`src/sv/pets_pkg.sv`:
```
`timescale 1ns / 1ps

package pets_pkg;

  // field widths fixed by the item formats
  localparam int TID_W      = 6;
  localparam int PRIO_IN_W  = 3;
  localparam int CNT_W      = 7;
  localparam int QNT_W      = 8;

  // thread id space and link memory depth
  localparam int ID_DEPTH   = 1 << TID_W;

  // quantum table: one register per priority code
  localparam int NUM_QREG   = 8;
  localparam int QREG_IDX_W = 3;
  localparam int CFG_IDX_W  = 4;
  localparam logic [QNT_W-1:0] QUANTUM_RST = 8'd10;

  // default number of priority levels
  localparam int NUM_PRIO_DEF = 8;

  // per-queue capacity: the thread limit, bounded by the counter range
  localparam int MAX_THREADS = 64;
  localparam logic [CNT_W-1:0] CNT_MAX = 7'd127;
  localparam logic [CNT_W-1:0] QUEUE_CAP =
    (MAX_THREADS < 127) ? CNT_W'(MAX_THREADS) : CNT_MAX;

  // item kinds
  localparam logic KIND_TICK   = 1'b0;
  localparam logic KIND_INSERT = 1'b1;

  typedef struct packed {
    logic                 kind;
    logic [TID_W-1:0]     thread_id;
    logic [PRIO_IN_W-1:0] thread_prio;
    logic                 current_exited;
    logic                 is_running;
  } in_item_t;

  typedef struct packed {
    logic [TID_W-1:0] running_thread;
    logic             running_ok;
    logic             switched;
    logic             epoch_swapped;
  } out_item_t;

endpackage

```
`src/sv/priority_epoch_thread_scheduler.sv`:
```
`timescale 1ns / 1ps

// Thread scheduler with active and expired banks of per-priority FIFOs.
// An item is taken when start is high and busy is low; its result comes
// out on out_data with out_valid high for exactly one cycle and must be
// taken then, as there is no way to hold it off. The next item may be
// given in that same cycle. An insert of a running thread and a plain tick
// are the quickest; a tick that leaves nothing running, an insert into a
// queue, a tick that selects a successor and a tick whose thread expires
// and is replaced take longer, in that order. A sequencer walks the queue
// head/tail memory and the link memory, each with one synchronous read
// port, read, modified and written back one step at a time. The quantum
// registers take writes on the cfg port at any time (cfg_ready is always
// high); indexes beyond the table are ignored. No clearing pass follows
// reset.
module priority_epoch_thread_scheduler #(
  parameter int NUM_PRIO = pets_pkg::NUM_PRIO_DEF
) (
  input  logic                             clk,
  input  logic                             rst_n,
  input  logic                             start,
  output logic                             busy,
  input  pets_pkg::in_item_t               in_data,
  output logic                             out_valid,
  output pets_pkg::out_item_t              out_data,
  input  logic                             cfg_valid,
  output logic                             cfg_ready,
  input  logic [pets_pkg::CFG_IDX_W-1:0]   cfg_index,
  input  logic [pets_pkg::QNT_W-1:0]       cfg_data
);

  localparam int NQ = 2 * NUM_PRIO;
  localparam int QW = $clog2(NQ);
  localparam int PW = (NUM_PRIO > 1) ? $clog2(NUM_PRIO) : 1;
  localparam int TW = pets_pkg::TID_W;
  localparam int CW = pets_pkg::CNT_W;

  typedef struct packed {
    logic [TW-1:0] head;
    logic [TW-1:0] tail;
  } ht_entry_t;

  typedef enum logic [2:0] {
    S_IDLE,
    S_DECIDE,
    S_PUSH_RD,
    S_PUSH_WR,
    S_SEL,
    S_POP_RD,
    S_POP_WR,
    S_DONE
  } state_t;

  // saturating counter steps
  function automatic logic [CW-1:0] inc_sat(input logic [CW-1:0] v);
    return (v < pets_pkg::CNT_MAX) ? v + CW'(1) : v;
  endfunction

  function automatic logic [CW-1:0] dec_sat(input logic [CW-1:0] v);
    return (v != '0) ? v - CW'(1) : '0;
  endfunction

  // queue number of a bank and priority
  function automatic logic [QW-1:0] qidx(input logic bank, input logic [PW-1:0] p);
    return (bank ? QW'(NUM_PRIO) : QW'(0)) + QW'(p);
  endfunction

  state_t                         state_r;
  pets_pkg::in_item_t             item_r;
  logic [pets_pkg::QNT_W-1:0]     quantum_r [pets_pkg::NUM_QREG];
  logic [CW-1:0]                  qsize_r [NQ];
  logic                           bank_r;
  logic [CW-1:0]                  thread_total_r;
  logic [CW-1:0]                  active_total_r;
  logic [CW-1:0]                  expired_total_r;
  logic [TW-1:0]                  run_id_r;
  logic [PW-1:0]                  run_prio_r;
  logic [pets_pkg::QNT_W-1:0]     run_quantum_r;
  logic                           run_valid_r;
  logic                           switched_r;
  logic                           swapped_r;
  logic [QW-1:0]                  push_q_r;
  logic [TW-1:0]                  push_id_r;
  logic                           then_sel_r;
  logic [QW-1:0]                  pop_q_r;
  logic                           out_valid_r;
  pets_pkg::out_item_t            out_data_r;

  // queue head/tail memory and link memory
  ht_entry_t                      ht_mem [NQ];
  ht_entry_t                      ht_rd_r;
  logic [TW-1:0]                  link_mem [pets_pkg::ID_DEPTH];
  logic [TW-1:0]                  link_rd_r;

  logic [PW-1:0]                  item_prio;
  logic [CW-1:0]                  push_size;
  logic                           push_ok;
  logic                           bank_eff;
  logic                           sel_found;
  logic [PW-1:0]                  sel_p;
  logic [QW-1:0]                  sel_q;
  logic [QW-1:0]                  ht_raddr;
  logic                           ht_we;
  logic [QW-1:0]                  ht_waddr;
  ht_entry_t                      ht_wdata;
  logic                           link_we;

  assign busy      = (state_r != S_IDLE);
  assign cfg_ready = 1'b1;
  assign out_valid = out_valid_r;
  assign out_data  = out_data_r;

  // priority of the item, out-of-range codes fold to the lowest level
  always_comb begin
    if (int'(item_r.thread_prio) >= NUM_PRIO) begin
      item_prio = PW'(NUM_PRIO - 1);
    end else begin
      item_prio = item_r.thread_prio[PW-1:0];
    end
  end

  // capacity check for the queue being pushed
  assign push_size = qsize_r[push_q_r];
  assign push_ok   = (push_size < pets_pkg::QUEUE_CAP);

  // bank searched after a possible swap
  assign bank_eff = (active_total_r == '0) ? ~bank_r : bank_r;

  // lowest-numbered non-empty queue of the active bank
  always_comb begin
    sel_found = 1'b0;
    sel_p     = '0;
    for (int i = NUM_PRIO - 1; i >= 0; i--) begin
      if (qsize_r[qidx(bank_eff, PW'(i))] != '0) begin
        sel_found = 1'b1;
        sel_p     = PW'(i);
      end
    end
    sel_q = qidx(bank_eff, sel_p);
  end

  // memory access steering
  always_comb begin
    unique case (state_r)
      S_PUSH_RD: ht_raddr = push_q_r;
      S_SEL:     ht_raddr = sel_q;
      default:   ht_raddr = pop_q_r;
    endcase
    ht_we    = ((state_r == S_PUSH_WR) && push_ok) || (state_r == S_POP_WR);
    ht_waddr = (state_r == S_POP_WR) ? pop_q_r : push_q_r;
    if (state_r == S_POP_WR) begin
      ht_wdata.head = link_rd_r;
      ht_wdata.tail = ht_rd_r.tail;
    end else if (push_size == '0) begin
      ht_wdata.head = push_id_r;
      ht_wdata.tail = push_id_r;
    end else begin
      ht_wdata.head = ht_rd_r.head;
      ht_wdata.tail = push_id_r;
    end
    link_we = (state_r == S_PUSH_WR) && push_ok && (push_size != '0);
  end

  // head/tail memory
  always_ff @(posedge clk) begin
    if (ht_we) begin
      ht_mem[ht_waddr] <= ht_wdata;
    end
    ht_rd_r <= ht_mem[ht_raddr];
  end

  // link memory: written at the old tail, read at the head
  always_ff @(posedge clk) begin
    if (link_we) begin
      link_mem[ht_rd_r.tail] <= push_id_r;
    end
    link_rd_r <= link_mem[ht_rd_r.head];
  end

  // sequencer, scheduler state and result register
  always_ff @(posedge clk) begin
    if (!rst_n) begin
      state_r         <= S_IDLE;
      bank_r          <= 1'b0;
      thread_total_r  <= '0;
      active_total_r  <= '0;
      expired_total_r <= '0;
      run_id_r        <= '0;
      run_prio_r      <= '0;
      run_quantum_r   <= '0;
      run_valid_r     <= 1'b0;
      switched_r      <= 1'b0;
      swapped_r       <= 1'b0;
      then_sel_r      <= 1'b0;
      out_valid_r     <= 1'b0;
      for (int i = 0; i < NQ; i++) begin
        qsize_r[i] <= '0;
      end
      for (int i = 0; i < pets_pkg::NUM_QREG; i++) begin
        quantum_r[i] <= pets_pkg::QUANTUM_RST;
      end
    end else begin
      out_valid_r <= 1'b0;

      // quantum table writes
      if (cfg_valid && (cfg_index < pets_pkg::CFG_IDX_W'(pets_pkg::NUM_QREG))) begin
        quantum_r[cfg_index[pets_pkg::QREG_IDX_W-1:0]] <= cfg_data;
      end

      unique case (state_r)
        S_IDLE: begin
          if (start) begin
            item_r  <= in_data;
            state_r <= S_DECIDE;
          end
        end

        // act on the item kind and the running thread
        S_DECIDE: begin
          switched_r <= 1'b0;
          swapped_r  <= 1'b0;
          if (item_r.kind == pets_pkg::KIND_INSERT) begin
            thread_total_r <= inc_sat(thread_total_r);
            active_total_r <= inc_sat(active_total_r);
            if (item_r.is_running) begin
              run_id_r      <= item_r.thread_id;
              run_prio_r    <= item_prio;
              run_quantum_r <= quantum_r[pets_pkg::QREG_IDX_W'(item_prio)];
              run_valid_r   <= 1'b1;
              switched_r    <= 1'b1;
              state_r       <= S_DONE;
            end else begin
              push_q_r   <= qidx(bank_r, item_prio);
              push_id_r  <= item_r.thread_id;
              then_sel_r <= 1'b0;
              state_r    <= S_PUSH_RD;
            end
          end else if (!run_valid_r) begin
            state_r <= S_SEL;
          end else if (item_r.current_exited) begin
            thread_total_r <= dec_sat(thread_total_r);
            active_total_r <= dec_sat(active_total_r);
            state_r        <= S_SEL;
          end else if (thread_total_r != CW'(1)) begin
            if (run_quantum_r <= pets_pkg::QNT_W'(1)) begin
              // quantum used up: move to the expired bank
              push_q_r        <= qidx(~bank_r, run_prio_r);
              push_id_r       <= run_id_r;
              run_quantum_r   <= quantum_r[pets_pkg::QREG_IDX_W'(run_prio_r)];
              active_total_r  <= dec_sat(active_total_r);
              expired_total_r <= inc_sat(expired_total_r);
              then_sel_r      <= 1'b1;
              state_r         <= S_PUSH_RD;
            end else begin
              run_quantum_r <= run_quantum_r - pets_pkg::QNT_W'(1);
              state_r       <= S_DONE;
            end
          end else begin
            state_r <= S_DONE;
          end
        end

        S_PUSH_RD: begin
          state_r <= S_PUSH_WR;
        end

        // append to the queue, full queues drop the item
        S_PUSH_WR: begin
          if (push_ok) begin
            qsize_r[push_q_r] <= push_size + CW'(1);
          end
          state_r <= then_sel_r ? S_SEL : S_DONE;
        end

        // swap banks if needed and pick the successor queue
        S_SEL: begin
          if (active_total_r == '0) begin
            bank_r          <= ~bank_r;
            active_total_r  <= expired_total_r;
            expired_total_r <= '0;
            swapped_r       <= 1'b1;
          end
          if (sel_found) begin
            run_prio_r    <= sel_p;
            run_quantum_r <= quantum_r[pets_pkg::QREG_IDX_W'(sel_p)];
            run_valid_r   <= 1'b1;
            switched_r    <= 1'b1;
            pop_q_r       <= sel_q;
            state_r       <= S_POP_RD;
          end else begin
            run_valid_r <= 1'b0;
            state_r     <= S_DONE;
          end
        end

        // head leaves the queue, its link is fetched
        S_POP_RD: begin
          run_id_r         <= ht_rd_r.head;
          qsize_r[pop_q_r] <= qsize_r[pop_q_r] - CW'(1);
          state_r          <= S_POP_WR;
        end

        S_POP_WR: begin
          state_r <= S_DONE;
        end

        S_DONE: begin
          out_valid_r                  <= 1'b1;
          out_data_r.running_thread    <= run_valid_r ? run_id_r : '0;
          out_data_r.running_ok        <= run_valid_r;
          out_data_r.switched          <= switched_r;
          out_data_r.epoch_swapped     <= swapped_r;
          state_r                      <= S_IDLE;
        end

        default: begin
          state_r <= S_IDLE;
        end
      endcase
    end
  end

endmodule
```
`config.mk`:
```
export PLATFORM = sky130hd
export DESIGN_NAME = priority_epoch_thread_scheduler
export DESIGN_NICKNAME = d
export VERILOG_FILES = /design/src/sv/pets_pkg.sv /design/src/sv/priority_epoch_thread_scheduler.sv
export SDC_FILE = /design/constraint.sdc
export NUM_CORES = 1
export LEC_CHECK = 0
export BUFFER_PORTS_ARGS = -buffer_cell sky130_fd_sc_hd__buf_2
export CORE_AREA = 3 3 238 240
export CTS_BUF_LIST = sky130_fd_sc_hd__clkbuf_8
export CTS_CLUSTER_DIAMETER = 40
export DETAILED_ROUTE_END_ITERATION = 12
export DIE_AREA = 0 0 241 243
export HOLD_SLACK_MARGIN = 0.02
export PLACE_DENSITY = 0.86
export SYNTH_ARGS = -nofsm -noshare
export SYNTH_HDL_FRONTEND = slang
export SYNTH_SLANG_ARGS = --single-unit
```
`constraint.sdc`:
```
create_clock -name clk -period 7.9 [get_ports clk]
set_input_delay 1.185 -clock clk [delete_from_list [all_inputs] [get_ports clk]]
set_output_delay 1.185 -clock clk [all_outputs]
set_load 0.02 [all_outputs]
```
; ---- Word-level counts from Yosys, hierarchy flattened
; Memories as Yosys holds them, arrays and structs flattened. A register that Yosys moved wholly into a read port is not among the register bits.
; Cells that the tools add are included.
[totals]
regBits = 82
latchBits = 0
ram_bits = 752
romBits = 0
input_bits = 28
out_inout_bits = 12
elab_cells = 254
mem_count = 4
[memory_table]
columns = name, words, word_bits, rd, rd_clocked_by_memory_dff, wr, line_no
row1 = link_mem, 64, 6, 1, 1, 1, priority_epoch_thread_scheduler.sv:92  ; logic [TW-1:0] link_mem [pets_pkg::ID_DEPTH];
row2 = ht_mem, 16, 12, 1, 1, 1, priority_epoch_thread_scheduler.sv:90  ; ht_entry_t ht_mem [NQ];
row3 = qsize_r, 16, 7, 10, 2, 16, priority_epoch_thread_scheduler.sv:71  ; logic [CW-1:0] qsize_r [NQ];
row4 = quantum_r, 8, 8, 3, 2, 8, priority_epoch_thread_scheduler.sv:70  ; logic [pets_pkg::QNT_W-1:0] quantum_r [pets_pkg::NUM_QREG];
[op_classes]
add_sub_neg = 18
mul = 0
n_div = 0
order_cmp = 6
n_eq_ne = 29
shifts = 0
n_mux = 129
bitwise_logic = 1
n_reduce_logical = 42
[op_table]
columns = operator, n
row1 = two-way mux 7 bit, 22
row2 = nonzero test 7 bit, 11
row3 = two-way mux 3 bit, 22
row4 = two-way mux 8 bit, 8
row5 = two-way mux 4 bit, 14
row6 = two-way mux 6 bit, 8
row7 = two-way mux 1 bit, 41
row8 = adder 7 x 1 -> 7 bit (second input constant), 4
row9 = less-than comparator 7 bit (second input constant), 4
row10 = case mux 7 bit (2 select lines), 2
row11 = two-way mux 12 bit, 2
row12 = inequality test 2 bit (second input constant), 12
row13 = case mux 3 bit (8 select lines), 1
row14 = subtractor 7 x 1 -> 7 bit (second input constant), 3
row15 = AND reduction 6 bit, 3
row16 = adder 4 x 3 -> 4 bit (second input constant), 4
row17 = case mux 8 bit (2 select lines), 1
row18 = inequality test 3 bit (second input constant), 5
row19 = logical NOT 7 bit, 2
row20 = OR reduction 7 bit, 2
row21 = adder 4 x 3 -> 4 bit, 3
row22 = == test 3 bit (second input constant), 4
row23 = case mux 6 bit (2 select lines), 1
row24 = AND reduction 3 bit, 4
row25 = other kinds (25), 42

; ---- Longest topological paths before layout
; An unclocked memory read counts as a cell.
[logic_depth]
depth_word = 18
depth_mapped = 16
mapped_depth_nobuf = 12

; ---- Worst setup path before layout
; No wires, ideal clock.
[synth_path]
kind = reg2reg
from = reg (tool-made name)
to = mem ht_mem[0][10] (netlist name), data pin
arrival_time_ns = 3.542
required_time_ns = 7.570
slack_ns = 4.027
path_stages_with_launch = 12
period_less_slack_ns = 3.873
cell_sequence = dfxtp_1 buf_2 buf_2 buf_2 mux4_2 mux4_2 inv_1 ha_1 nand3b_1 clkbuf_1 mux2i_1 o21ai_0
[synth_rtl]
columns = element, line_no
row1 = to (decl), priority_epoch_thread_scheduler.sv:90

; ---- Worst setup path in the final report
[layout_path]
from = reg active_total_r[2]
to = reg ht_rd_r[7] (netlist name)
[layout_between]
elab_chain_cells = 16
word_cells_on_any_way = 29
classes_between = 8 x add/sub / 11 x mux / 9 x reduce/logical / 1 x memory
[layout_rtl]
columns = element, line_no
row1 = from (decl), priority_epoch_thread_scheduler.sv:74  ; logic [CW-1:0] active_total_r;
row2 = from (signal assigned), priority_epoch_thread_scheduler.sv:224  ; active_total_r <= inc_sat(active_total_r);
row3 = from (signal assigned), priority_epoch_thread_scheduler.sv:242  ; active_total_r <= dec_sat(active_total_r);
row4 = from (signal assigned), priority_epoch_thread_scheduler.sv:250  ; active_total_r <= dec_sat(active_total_r);
row5 = logical NOT 7 bit *, priority_epoch_thread_scheduler.sv:127  ; assign bank_eff = (active_total_r == '0) ? ~bank_r : bank_r;
row6 = two-way mux 1 bit *, -
row7 = two-way mux 4 bit *, priority_epoch_thread_scheduler.sv:65  ; return (bank ? QW'(NUM_PRIO) : QW'(0)) + QW'(p);
row8 = adder 4 x 3 -> 4 bit, priority_epoch_thread_scheduler.sv:65
row9 = memory (16 x 7 bit), -
row10 = nonzero test 7 bit, priority_epoch_thread_scheduler.sv:134  ; if (qsize_r[qidx(bank_eff, PW'(i))] != '0) begin
row11 = two-way mux 3 bit (8 in a row), priority_epoch_thread_scheduler.sv:134
row12 = adder 4 x 3 -> 4 bit *, priority_epoch_thread_scheduler.sv:65
row13 = case mux 4 bit (2 select lines) *, priority_epoch_thread_scheduler.sv:144  ; unique case (state_r)
; Mark *: on every way between the ends. The rest lies on a longest branch, timed or not.
; A chain may end at the register's enable or synchronous reset.

==> metrics.txt <==
Most common cell on crit path buf_4; vias per cell 7.11; Arr. time, crit path 5.63 ns; largest net degree at the start of global routing 67; status finished, final reports clean; worst-skew pair later-pin latency between 0.8 and 0.9 ns; static leakage between 10 and 15 nW; syn_nets ~2.5k; Rows 86; Boundary Pins 40; RSZ-0062 raised after global routing false; pwr dens 262 nW/µm²; CP max FO 49; synthesized flop and latch total just under 900; Worst Reg-to-Reg Cells 11; Max Slew Vio Count 0; Crit path required time ~8.6 ns; CTS root buf clkbuf_8; vias in the first global route ~24k; EDFF count, synth just under 800; die width around 240 µm; sequential share of the synthesized area between 60% and 70%; Period minus WS final just under 5 ns; ys flop type edfxtp_1; max-cap violation count 0; most frequent cells in the layout edfxtp_1, nor2_1, mux4_2; final period utilization 62.4%; Worst-path clk slew roughly 0.06 ns; mapped cell area 38,100 µm²; initial antenna violation count 2; layout cells sized above 1 approximately 22%; Slew @ Worst Pin approximately 1.3 ns; Fin. Hold Viols 0; First DRT Iteration DRCs 3,854; post-cts resize count 0; die area around 59,000 µm²; area delta synth->final 9.01%; crit path from active_total_r[2]$_SDFFE_PN0P_; DRT antenna net count 0; Worst Path Class, Setup reg -> reg; Overall Global Routing Usage 33.2%; most common cell after layout, fill and taps aside edfxtp_1; reg2reg start active_total_r[2]$_SDFFE_PN0P_; final wirelength approximately 94,000 µm; Final Net Count between 2k and 3k; critical path launch point type register; Hold/Removal Path Class reg -> reg; Hold Path Cell Cnt 0; Avg WL per Cell 28.3 µm; Sink Count slightly below 900; crit end category register; Hold Buf Count CTS 0; first-pass GRT wire length roughly 140,000 µm; Die Ht 243 µm; Distinct cells, synth 75; Layout Utilization ~76%; Slowest cell on crit path buf_4; Final HPWL DP about 60,000 µm; total design power approximately 11 mW; Syn. warnings 0; Syn Area/Cell about 15 µm²; Post-route DRC 0; drt first pass iters 7; IO Port Bufs 38; Setup TNS 0 ns; clock skew ~0.043 ns; H-Tree Level Count 4; post-synthesis cell count between 2k and 2.5k; highest clock rate around 200 MHz; routability cong. about 0.9; n_diodes 0; DP Cell Count around 3.1k; Congestion Overflow GR 0; Worst Hold Launch swapped_r$_SDFFE_PN0P_; Largest stage delay, worst path around 0.63 ns; max_slew headroom about 11%; Inserted Clock Buffers between 100 and 150; via count between 20k and 25k; Setup Buffers After CTS 0; initial core utilization a little over two thirds; CTS max path bufs 3; final setup fails 0; CTS tree done; total core area 54,900 µm²; Critical Path, Cell by Cell or4_4 > or3_1 > and2_4 > and3_4 > a221o_1 > buf_4 > nand2_2 > buf_4 > a221oi_1 > or4_1 > nor4_1; Worst VDD drop 0.174 mV; Async SR Flop Fraction 0%; Final Non-Filler Cells ~3.3k
==> layer usage <==
metal  vias to the layer above  global-route usage (%)  part of all wire, %
met1                     11600                    45.6                   36
met2                      1847                    50.8                   48
met5                         -                       0                0.036
li1                       9895                       -                    -
met4                         4                    13.2                  3.9
met3                       305                    9.93                   13
==> report_power, final <==
group          switching [mW]  internal [mW]  total, mW  leakage (nW)
registers               0.265           5.14       5.41          7.92
clock network            1.77           1.93       3.70          1.52
logic                   0.953          0.838       1.79          4.48
==> final cells by class <==
cell class | instances | area [µm²]
Multi-Input combinational cell | 1418 | 12200
Fill cell | 3017 | 13300
Clock inverter | 89 | 537
Sequential cell | 866 | 25200
Tap cell | 704 | 881
Clock buffer | 154 | 2120
Inverter | 25 | 93.8
Timing Repair Buffer | 77 | 483
==> critical path, delay by kind of cell (launching register included) <==
| family | cells | cell delay [ns] |
|---|---|---|
| AOI/OAI and AO/OA | 2 | 0.53 |
| DFF | 1 | 0.41 |
| and+or+nand+nor | 7 | 2.92 |
| buffers and inverters | 2 | 0.91 |
==> cell families after synthesis <==
family                   count (synthesis)  synth area share (%)
adder cells (fa/ha/maj)                 11                 0.361
multiplexers                           324                  16.1
flip-flops                             866                  66.1
AO/OA/AOI/OAI                          327                  5.70
buffers and inverters                  177                  1.96
XOR/XNOR                                26                 0.597
other                                    1               0.00983
AND/OR/NAND/NOR                        729                  9.13
==> final timing paths <==
path	slack, ns	endpoint
worst max-delay path	2.97	ht_rd_r[7]$_DFF_P_
worst min-delay path	0.45	out_data[0]$_DFFE_PP_
worst max register to register	2.97	ht_rd_r[7]$_DFF_P_
worst min register to register	0.45	out_data[0]$_DFFE_PP_
==> metrics by stage <==
step | hold WS (ns) | cell area, µm² | setup slack [ns]
after floorplan | 0.408 | 38100 | 4.03
after global placement | 0.443 | 38900 | 3.14
after detailed placement | 0.442 | 38900 | 2.99
after CTS | 0.452 | 41600 | 2.94
after global routing | 0.467 | 41600 | 2.74
final | 0.452 | 41600 | 2.97
==> registers in the layout (all words and copies together), names as in the netlist, 3 cells and up, named ones only <==
register / flops
link_mem: 384
ht_mem: 192
qsize_r: 112
quantum_r: 64
ht_rd_r: 12
item_r: 9
out_data: 9
run_quantum_r: 8
active_total_r: 7
expired_total_r: 7
thread_total_r: 7
link_rd_r: 6
push_id_r: 6
run_id_r: 6
pop_q_r: 4
push_q_r: 4
item_prio: 3
run_prio_r: 3
state_r: 3
==> synthesized netlist by cell type, types with 6 or more instances <==
library cell / instances / area, µm²
a211oi_1: 20 / 150
a21boi_1: 11 / 82.6
a21o_1: 24 / 180
a21oi_1: 92 / 460
a221oi_1: 35 / 307
a222oi_1: 7 / 70.1
a22o_1: 16 / 140
a31oi_1: 20 / 125
and2_1: 61 / 382
and3_1: 37 / 231
buf_1: 28 / 105
buf_2: 17 / 85.1
buf_4: 6 / 45.0
clkbuf_1: 96 / 360
dfxtp_1: 79 / 1580
edfxtp_1: 787 / 23600
ha_1: 11 / 138
inv_1: 23 / 86.3
mux2_2: 44 / 495
mux2i_1: 52 / 521
mux4_2: 228 / 5130
nand2_1: 151 / 567
nand2b_1: 16 / 100
nand3_1: 29 / 145
nand3b_1: 8 / 60.1
nand4_1: 16 / 100
nor2_1: 276 / 1040
nor2b_1: 6 / 37.5
nor3_1: 37 / 185
nor4_1: 32 / 200
o211ai_1: 10 / 75.1
o21ai_0: 49 / 245
o21ai_1: 9 / 45.0
or3_1: 26 / 163
or4_1: 14 / 105
xnor2_1: 12 / 105
xor2_1: 14 / 123
(Power assumes the default switching activity.)
